### src/bgsa_pkg.sv
// Shared package for the banded global sequence aligner.
// Holds sizes, codes, the controller command and status structs; no dependencies.
package bgsa_pkg;

    localparam int MAX_LEN    = 256;
    localparam int BAND       = 3;
    localparam int ADDR_W     = $clog2(MAX_LEN);
    localparam int LEN_W      = ADDR_W + 1;
    localparam int DIR_WIDTH  = 2 * BAND + 1;
    localparam int DIR_DEPTH  = (MAX_LEN + 1) * DIR_WIDTH;
    localparam int DIR_AW     = $clog2(DIR_DEPTH);
    localparam int PATH_DEPTH = 2 * MAX_LEN;
    localparam int PATH_AW    = $clog2(PATH_DEPTH);
    localparam int CNT_W      = PATH_AW + 1;
    localparam int ROW_W      = 2 * BAND + 2;
    localparam int STEP_W     = $clog2(ROW_W + 1);
    localparam int POS_W      = LEN_W + 2;
    localparam int SCORE_W    = 16;

    localparam logic [7:0] GAP_SYM  = 8'd45;
    localparam logic [7:0] WILD_SYM = 8'd78;

    localparam logic [1:0] REG_MATCH    = 2'd0;
    localparam logic [1:0] REG_MISMATCH = 2'd1;
    localparam logic [1:0] REG_GAP      = 2'd2;

    localparam logic [3:0] MATCH_RESET    = 4'd1;
    localparam logic [3:0] MISMATCH_RESET = 4'd1;
    localparam logic [5:0] GAP_RESET      = 6'd20;

    typedef logic signed [SCORE_W-1:0] score_t;

    typedef enum logic [1:0] {
        DIR_DIAG = 2'd0,
        DIR_LEFT = 2'd1,
        DIR_UP   = 2'd2,
        DIR_NONE = 2'd3
    } dir_t;

    typedef enum logic [1:0] {
        OP_LOAD_FIRST  = 2'd0,
        OP_LOAD_SECOND = 2'd1,
        OP_ALIGN       = 2'd2,
        OP_READ        = 2'd3
    } opcode_t;

    typedef enum logic [1:0] {
        ST_ALIGNED   = 2'd0,
        ST_IDENTICAL = 2'd1,
        ST_REJECTED  = 2'd2,
        ST_OVERFLOW  = 2'd3
    } status_t;

    typedef struct packed {
        logic    load_first;
        logic    load_second;
        logic    cmp_start;
        logic    cmp_rd;
        logic    cmp_chk;
        logic    set_kind;
        status_t kind;
        logic    fill_init;
        logic    row_rd;
        logic    cell_rd;
        logic    cell_calc;
        logic    row_end;
        logic    tb_init;
        logic    tb_rd;
        logic    tb_step;
        logic    align_done;
        logic    rd_issue;
        logic    rd_out;
    } cmd_t;

    typedef struct packed {
        logic same_len;
        logic len_zero;
        logic reject;
        logic cmp_equal;
        logic cmp_last;
        logic row_cell_last;
        logic row_last;
        logic tb_end;
        logic rd_avail;
    } sts_t;

endpackage

### src/bgsa_ctrl.sv
// Controller state machine of the banded aligner.
// Depends on bgsa_pkg; drives the datapath through cmd_t and reads sts_t.
module bgsa_ctrl (
    input  logic             clk,
    input  logic             rst_n,
    input  logic             start,
    input  logic [1:0]       opcode,
    input  bgsa_pkg::sts_t   sts,
    output bgsa_pkg::cmd_t   cmd,
    output logic             busy,
    output logic             done
);

    typedef enum logic [10:0] {
        S_IDLE      = 11'b000_0000_0001,
        S_CMP_RD    = 11'b000_0000_0010,
        S_CMP_CHK   = 11'b000_0000_0100,
        S_ROW_RD    = 11'b000_0000_1000,
        S_CELL_RD   = 11'b000_0001_0000,
        S_CELL_CALC = 11'b000_0010_0000,
        S_ROW_END   = 11'b000_0100_0000,
        S_TB_RD     = 11'b000_1000_0000,
        S_TB_STEP   = 11'b001_0000_0000,
        S_DONE      = 11'b010_0000_0000,
        S_RD_OUT    = 11'b100_0000_0000
    } state_t;

    state_t state_reg, state_next;
    bgsa_pkg::opcode_t op;

    assign op = bgsa_pkg::opcode_t'(opcode);

    always_comb
    begin
        state_next = state_reg;
        cmd        = '0;
        case (state_reg)
            S_IDLE:
            begin
                if (start)
                begin
                    case (op)
                        bgsa_pkg::OP_LOAD_FIRST:  cmd.load_first  = 1'b1;
                        bgsa_pkg::OP_LOAD_SECOND: cmd.load_second = 1'b1;
                        bgsa_pkg::OP_ALIGN:
                        begin
                            if (sts.same_len && sts.len_zero)
                            begin
                                cmd.set_kind = 1'b1;
                                cmd.kind     = bgsa_pkg::ST_IDENTICAL;
                                state_next   = S_DONE;
                            end
                            else if (sts.same_len)
                            begin
                                cmd.cmp_start = 1'b1;
                                state_next    = S_CMP_RD;
                            end
                            else if (sts.reject)
                            begin
                                cmd.set_kind = 1'b1;
                                cmd.kind     = bgsa_pkg::ST_REJECTED;
                                state_next   = S_DONE;
                            end
                            else
                            begin
                                cmd.fill_init = 1'b1;
                                state_next    = S_ROW_RD;
                            end
                        end
                        default:
                        begin
                            if (sts.rd_avail)
                            begin
                                cmd.rd_issue = 1'b1;
                                state_next   = S_RD_OUT;
                            end
                        end
                    endcase
                end
            end
            S_CMP_RD:
            begin
                cmd.cmp_rd = 1'b1;
                state_next = S_CMP_CHK;
            end
            S_CMP_CHK:
            begin
                cmd.cmp_chk = 1'b1;
                if (!sts.cmp_equal)
                begin
                    if (sts.reject)
                    begin
                        cmd.set_kind = 1'b1;
                        cmd.kind     = bgsa_pkg::ST_REJECTED;
                        state_next   = S_DONE;
                    end
                    else
                    begin
                        cmd.fill_init = 1'b1;
                        state_next    = S_ROW_RD;
                    end
                end
                else if (sts.cmp_last)
                begin
                    cmd.set_kind = 1'b1;
                    cmd.kind     = bgsa_pkg::ST_IDENTICAL;
                    state_next   = S_DONE;
                end
                else
                begin
                    state_next = S_CMP_RD;
                end
            end
            S_ROW_RD:
            begin
                cmd.row_rd = 1'b1;
                state_next = S_CELL_RD;
            end
            S_CELL_RD:
            begin
                cmd.cell_rd = 1'b1;
                state_next  = S_CELL_CALC;
            end
            S_CELL_CALC:
            begin
                cmd.cell_calc = 1'b1;
                state_next    = sts.row_cell_last ? S_ROW_END : S_CELL_RD;
            end
            S_ROW_END:
            begin
                cmd.row_end = 1'b1;
                if (sts.row_last)
                begin
                    cmd.tb_init  = 1'b1;
                    cmd.set_kind = 1'b1;
                    cmd.kind     = bgsa_pkg::ST_ALIGNED;
                    state_next   = S_TB_RD;
                end
                else
                begin
                    state_next = S_ROW_RD;
                end
            end
            S_TB_RD:
            begin
                if (sts.tb_end)
                begin
                    state_next = S_DONE;
                end
                else
                begin
                    cmd.tb_rd  = 1'b1;
                    state_next = S_TB_STEP;
                end
            end
            S_TB_STEP:
            begin
                cmd.tb_step = 1'b1;
                state_next  = S_TB_RD;
            end
            S_DONE:
            begin
                cmd.align_done = 1'b1;
                state_next     = S_IDLE;
            end
            S_RD_OUT:
            begin
                cmd.rd_out = 1'b1;
                state_next = S_IDLE;
            end
            default:
            begin
                state_next = S_IDLE;
            end
        endcase
    end

    always_ff @(posedge clk or negedge rst_n)
    begin
        if (!rst_n)
        begin
            state_reg <= S_IDLE;
        end
        else
        begin
            state_reg <= state_next;
        end
    end

    assign busy = (state_reg != S_IDLE);
    assign done = (state_reg == S_DONE) || (state_reg == S_RD_OUT);

endmodule

### config.mk
export PLATFORM = sky130hd
export DESIGN_NAME = bgsa_ctrl
export DESIGN_NICKNAME = d
export VERILOG_FILES = /design/src/bgsa_pkg.sv /design/src/bgsa_ctrl.sv
export SDC_FILE = /design/constraint.sdc
export NUM_CORES = 1
export LEC_CHECK = 0
export BUFFER_PORTS_ARGS = -buffer_cell sky130_fd_sc_hd__buf_4
export CORE_ASPECT_RATIO = 0.7
export CORE_MARGIN = 2
export CORE_UTILIZATION = 40
export CTS_BUF_LIST = sky130_fd_sc_hd__clkbuf_4 sky130_fd_sc_hd__clkbuf_8 sky130_fd_sc_hd__clkbuf_16
export DETAILED_ROUTE_END_ITERATION = 10
export GPL_TIMING_DRIVEN = 0
export PLACE_DENSITY_LB_ADDON = 0.12
export SYNTH_ARGS = -nofsm -noshare
export SYNTH_HDL_FRONTEND = slang
export SYNTH_SLANG_ARGS = --single-unit
### constraint.sdc
create_clock -name clk -period 1.9 [get_ports clk]
set_input_delay 0.38 -clock clk [delete_from_list [all_inputs] [get_ports clk]]
set_output_delay 0.38 -clock clk [all_outputs]
set_load 0.005 [all_outputs]
==> flow_summary_export.csv, run 1 <==
group,metric,value,unit
placement,place.gp.congestion,0.840,
floorplanning,ios,35,
global_routing,grt_max_degree,12,
synth,synth.top_cell.area_share,28.7,%
floorplanning,fp.dieW,59.9,um
power_and_ir_drop,comb_power_share,55.3,%
cells_and_area,largest_reg_flops,11,
power_and_ir_drop,netSwitchingPower,0.419,mW
cells_and_area,nets,188,
synth,synth_area,873,um^2
floorplanning,dieArea,0.00258,mm^2
job,drv_cap,0,
synth,avgSynthCellArea,7.94,um^2
cts,clkTransAtPathRegs,0.08,ns
power_and_ir_drop,p_clk_share,17.5,%
synth,seq_area_frac_synth,31.7,%
sta,relSlewSlack,77.6,%
routing,routed_via_density,5.91,
cells_and_area,final_cell_area,0.00161,mm^2
setup_path,timing.rr.start,"state_reg[4]",
synth,ys_async_sr_fraction,100,%
cts,worstSkewPairLatency,0.29,ns
synth,yosysMostFrequentCell,"nor2_1",
sta,rsz0062_at_grt,"yes",
power_and_ir_drop,peakVddDrop,0.577,mV
cts,cts_num_sinks,11,
floorplanning,fp.dieH,43.1,um
synth,ys_ff_latch,11,
power_and_ir_drop,power_density,674,mW/mm^2
sta,skew,0.00479,ns
floorplanning,num_rows,14,
setup_path,criticalPathCategory,"flip-flop to primary output",
sta,period_minus_slack,2.37,ns
global_routing,overflow,0,
synth,postSynthCellCount,110,
cts,clock_path_buffers,2,
routing,ant_nets,0,
placement,placed_area,0.00116,mm^2
cts,cts-root-buf,"clkbuf_4",
setup_path,r2r_slack,-0.11,ns
placement,numPortBuffers,34,
global_routing,grtUsageTotal,27.5,%
outcome,violations,"negative setup slack",
worst_hold_path,hp-class,"input pin to flip-flop",
routing,vias,1164,
floorplanning,start_util,41.5,%
worst_hold_path,whs_endpoint,"state_reg[8]",
global_routing,grt_pass1_wl,5220,um
setup_path,endpoint_kind,"primary output",
sta,tightest_slew,0.334,ns
synth,synth_nets,124,
worst_hold_path,holdPathStages,2,
synth,synth-edff-count,0,
power_and_ir_drop,internal_power,0.666,mW
power_and_ir_drop,p_leak,0.762,nW
worst_hold_path,min-delay-start,"sts[1]",
synth,synth_ff_type,"dfrtp_1",
cts,cts_tree,"yes",
cells_and_area,diodes,0,
setup_path,r2r_cells,8,
synth,yosysWarnings,0,
floorplanning,core,0.00210,mm^2
synth,synthTopCellsByArea,"dfrtp_1, nor2_1, nand4_1, nor3_1, nand2_1",
global_routing,antenna_found_initial,0,
sta,setup_viol,21,
synth,ys_types,42,
synth,synth_top_cells_by_count,"nor2_1, dfrtp_1, nand2_1",
cells_and_area,drive_above_1_share,60.1,%
sta,fmax,423,MHz
global_routing,grt_pass1_vias,1071,
power_and_ir_drop,share_seq_of_total_power,27.3,%
sta,finalHoldViolCount,0,
setup_path,cp-start-kind,"flip-flop",
routing,routed_wl,3370,um
setup_path,crit_fanout,3,
synth,yosysTopAreaCell,"dfrtp_1",
routing,drc_errors,0,
cells_and_area,syn_to_final_growth,84.4,%
cts,cts_made_buffers,3,
power_and_ir_drop,p_sw_share,38.6,%
routing,wl_per_cell,17.1,um
power_and_ir_drop,power,1.08,mW
outcome,status,"complete, but fails checks",
setup_path,rr_endpoint,"state_reg[9]",
routing,drt_iter0_drc,59,
sta,slew_viol_final,0,
setup_path,worstPathRequired,1.52,ns
routing,firstDrtPassIters,4,
setup_path,arrival,1.99,ns
cts,htreeDepth,1,
placement,hpwlAfterDp,1930,um
sta,post-route-period-util,124,%
sta,fin_ws,-0.465,ns
[cells in the final DEF (no fill, tap or decap), types with 3 or more instances in the layout]
cell / count
buf_4: 50
buf_6: 11
nor2_1: 8
dfrtp_1: 7
nand4_1: 6
nor2_2: 5
nor3_1: 5
inv_1: 5
nand2_1: 5
nor2b_1: 4
o21ai_0: 4
clkbuf_4: 4
nor2_4: 3
nand3_4: 3
nand3b_1: 3
a21oi_1: 3
dfrtp_2: 3
[layer usage]
layer	vias up	wire length [um]	GRT usage [%]
li1	534	-	-
met1	570	1450	41.9
met5	-	0	0
met3	7	261	5.79
met4	0	55	7.56
met2	53	1610	38.9
[kinds of logic (layout without fill, tap and decap cells)]
logic type	Yosys count	after routing	share of synthesized area, %
AO/OA/AOI/OAI	20	20	15.5
XOR/XNOR	2	2	2.01
buffers and inverters	10	73	4.44
flip-flops	11	11	31.7
AND/OR/NAND/NOR	67	67	46.4
[layout make-up]
cell class / count / area (um^2)
inverter: 7 / 26.3
sequential: 11 / 280
multi-input combinational: 89 / 734
clock buffer: 4 / 30.0
fill: 133 / 492
timing repair buffer: 62 / 509
tap: 24 / 30.0
[critical path: stages (launching register included)]
cell	delay, ns
dfrtp_2	0.44
buf_6	0.13
or4b_4	0.54
nor3_4	0.19
nand2_2	0.15
o311ai_4	0.09
buf_4	0.17
[power groups by stage]
stage          clock (mW)  combinational, mW  sequential [mW]
3_5_place_dp            0              0.364            0.268
4_1_cts             0.185              0.454            0.289
3_3_place_gp            0              0.356            0.269
2_1_floorplan           0              0.240            0.266
5_1_grt             0.200              0.639            0.300
6_report            0.189              0.599            0.296
[worst max-delay path by stage]
stage / end / depth (start not counted) / from
after global placement: cmd[12] / 6 / state_reg[0]
after detailed placement: cmd[10] / 5 / state_reg[0]
after floorplan: cmd[13] / 5 / state_reg[0]
after CTS: cmd[13] / 6 / state_reg[4]
final: cmd[13] / 6 / state_reg[7]
after global routing: cmd[13] / 7 / state_reg[4]
[metrics by stage]
stage,utilization (%),std cells,worst slack [ns],TNS (ns),hold WS [ns]
2_1_floorplan,-,110,0.0213,0,0.0844
3_5_place_dp,55.4,168,-0.267,-1.57,0.226
5_1_grt,76.6,197,-0.550,-7.37,0.266
3_3_place_gp,55.4,168,-0.282,-1.41,0.224
4_1_cts,69.5,189,-0.370,-3.96,0.284
6_report,76.6,197,-0.465,-5.24,0.272
[repair_timing]
action                                  4_1_cts  5_1_grt
gates resized for setup                      31       22
hold buffers                                  1        0
endpoints found under the setup margin       22       23
setup buffers                                19       10
endpoints found under the hold margin        10        0
pin swaps                                    10       13
(Power assumes the default switching activity.)
==> inputs of run 2 (changes only) <==
--- a/config.mk
+++ b/config.mk
@@ -9,5 +9,5 @@
 export CORE_ASPECT_RATIO = 0.7
 export CORE_MARGIN = 2
-export CORE_UTILIZATION = 40
+export CORE_UTILIZATION = 42
 export CTS_BUF_LIST = sky130_fd_sc_hd__clkbuf_4 sky130_fd_sc_hd__clkbuf_8 sky130_fd_sc_hd__clkbuf_16
 export DETAILED_ROUTE_END_ITERATION = 10
==> constraint.sdc (replaced) <==
create_clock -name clk -period 1.9 [get_ports clk]
set_input_delay 0.38 -clock clk [delete_from_list [all_inputs] [get_ports clk]]
set_output_delay 0.38 -clock clk [all_outputs]
set_load 0.02 [all_outputs]
==> run 2 against run 1 <==
Net effect: highest routed layer unchanged; final cell count down 2.0%; routed wire length up 8.0%; core utilization up 12 points; critical endpoint unchanged; worst setup slack better by 0.026 ns; global-route usage down 0.10 points; worst hold slack better by 0.015 ns; the run still ends with negative setup slack left.
==> flow_summary_export.csv, run 2 (synthesized netlist as in run 1, its figures left out) <==
group,metric,value,unit
cts,htreeDepth,1,
placement,hpwlAfterDp,2010,um
sta,skew,0.0177,ns
placement,placed_area,0.00123,mm^2
sta,finalHoldViolCount,0,
routing,routed_wl,3640,um
routing,drt_iter0_drc,72,
job,drv_cap,0,
cts,cts-root-buf,"clkbuf_4",
setup_path,crit_fanout,5,
sta,fin_ws,-0.440,ns
setup_path,criticalPathCategory,"flip-flop to primary output",
setup_path,endpoint_kind,"primary output",
global_routing,grtUsageTotal,27.4,%
floorplanning,dieArea,0.00247,mm^2
cells_and_area,nets,186,
sta,relSlewSlack,79.3,%
outcome,status,"complete, but fails checks",
sta,setup_viol,22,
routing,firstDrtPassIters,4,
cells_and_area,layout_common_cells,"buf_4, buf_6, nor2_1",
sta,post-route-period-util,123,%
routing,wl_per_cell,18.9,um
power_and_ir_drop,power,1.17,mW
cts,clkTransAtPathRegs,0.09,ns
setup_path,worstPathRequired,1.52,ns
floorplanning,ios,35,
floorplanning,core,0.00190,mm^2
sta,slew_viol_final,0,
cells_and_area,largest_reg_flops,11,
power_and_ir_drop,p_leak,0.753,nW
cts,cts_tree,"yes",
cells_and_area,filler_cell_count,79,
global_routing,antenna_found_initial,0,
global_routing,grt_pass1_vias,1066,
routing,drc_errors,0,
setup_path,crit_chain,"nor4_4 > buf_4 > and4b_4 > nand2_4 > o311ai_4 > buf_6",
placement,place.gp.congestion,0.894,
cells_and_area,layout_commonest_cell,"buf_4",
setup_path,cpMaxStageDelayCell,"dfrtp_2",
placement,numPortBuffers,34,
routing,vias,1182,
cts,worstSkewPairLatency,0.29,ns
floorplanning,start_util,45.9,%
sta,tightest_slew,0.309,ns
worst_hold_path,hp-class,"input pin to flip-flop",
sta,period_minus_slack,2.34,ns
cells_and_area,final_cell_area,0.00168,mm^2
floorplanning,fp.dieW,58.5,um
global_routing,grt_pass1_wl,5040,um
sta,fin_tns_setup,-5.84,ns
floorplanning,num_rows,13,
cells_and_area,syn_to_final_growth,92.1,%
power_and_ir_drop,peakVddDrop,0.660,mV
sta,fmax,427,MHz
power_and_ir_drop,power_density,698,mW/mm^2
global_routing,grt_max_degree,12,
cts,cts_made_buffers,3,
placement,post-place-ws,-0.334,ns
floorplanning,fp.dieH,42.2,um
setup_path,cp-start-kind,"flip-flop",
routing,ant_nets,0,
global_routing,overflow,0,
setup_path,worst_path_largest_cell_delay,0.46,ns
cells_and_area,diodes,0,
cells_and_area,drive_above_1_share,64.3,%
sta,rsz0062_at_grt,"yes",
cts,clock_path_buffers,2,
setup_path,arrival,1.96,ns
outcome,violations,"negative setup slack",
cts,cts_num_sinks,11,
routing,routed_via_density,6.12,
-- run 2: where the power goes --
part	total (mW)	switching, mW	internal [mW]
sequential	0.287	0.0296	0.257
clock	0.187	0.0914	0.0959
combinational	0.697	0.361	0.336
-- run 2: worst paths after layout --
path / from / endpoint / slack [ns] / cells past startpoint
worst min register to register: state_reg[5] / state_reg[5] / 0.68 / 2
worst max-delay path: state_reg[5] / cmd[13] / -0.44 / 6
worst max register to register: state_reg[5] / state_reg[9] / -0.05 / 6
max in group asynchronous: rst_n / state_reg[0] / 1.19 / 2
worst min-delay path: sts[1] / state_reg[8] / 0.29 / 2
min in group asynchronous: rst_n / state_reg[3] / 0.48 / 2
-- run 2: layer usage --
| metal | vias up | routed length, um | global-route usage (%) |
|---|---|---|---|
| li1 | 531 | - | - |
| met1 | 557 | 1460 | 34.7 |
| met2 | 80 | 1730 | 44.7 |
| met3 | 14 | 376 | 8.64 |
| met4 | 0 | 74 | 7.44 |
| met5 | - | 0 | 0 |
-- run 2: final cells by class --
| type | instances | area [um^2] | area share (%) |
|---|---|---|---|
| Inverter | 7 | 28.8 | 1.72 |
| Clock buffer | 4 | 30.0 | 1.79 |
| Timing Repair Buffer | 60 | 522 | 31.1 |
| Tap cell | 22 | 27.5 | 1.64 |
| Sequential cell | 11 | 285 | 17.0 |
| Multi-Input combinational cell | 89 | 785 | 46.8 |
-- run 2: per-stage QoR --
stage	cells	hold WS [ns]	utilization, %
after floorplan	110	0.0844	-
after CTS	184	0.275	81.0
final	193	0.287	88.2
after global routing	193	0.285	88.2
after detailed placement	166	0.225	64.6
after global placement	166	0.223	64.6
-- run 2: critical path: cells and delay by family (launching register included) --
family	cells	cell delay (ns)
flops	1	0.46
compound gates	1	0.22
simple gates	3	0.65
buf+inv	2	0.33
-- run 2: what timing repair did --
action,4_1_cts,5_1_grt
setup endpoints to repair,21,22
hold endpoints to repair,10,0
pin swaps,13,6
buffers inserted,16,9
resized for setup,42,16
hold buffers,1,0
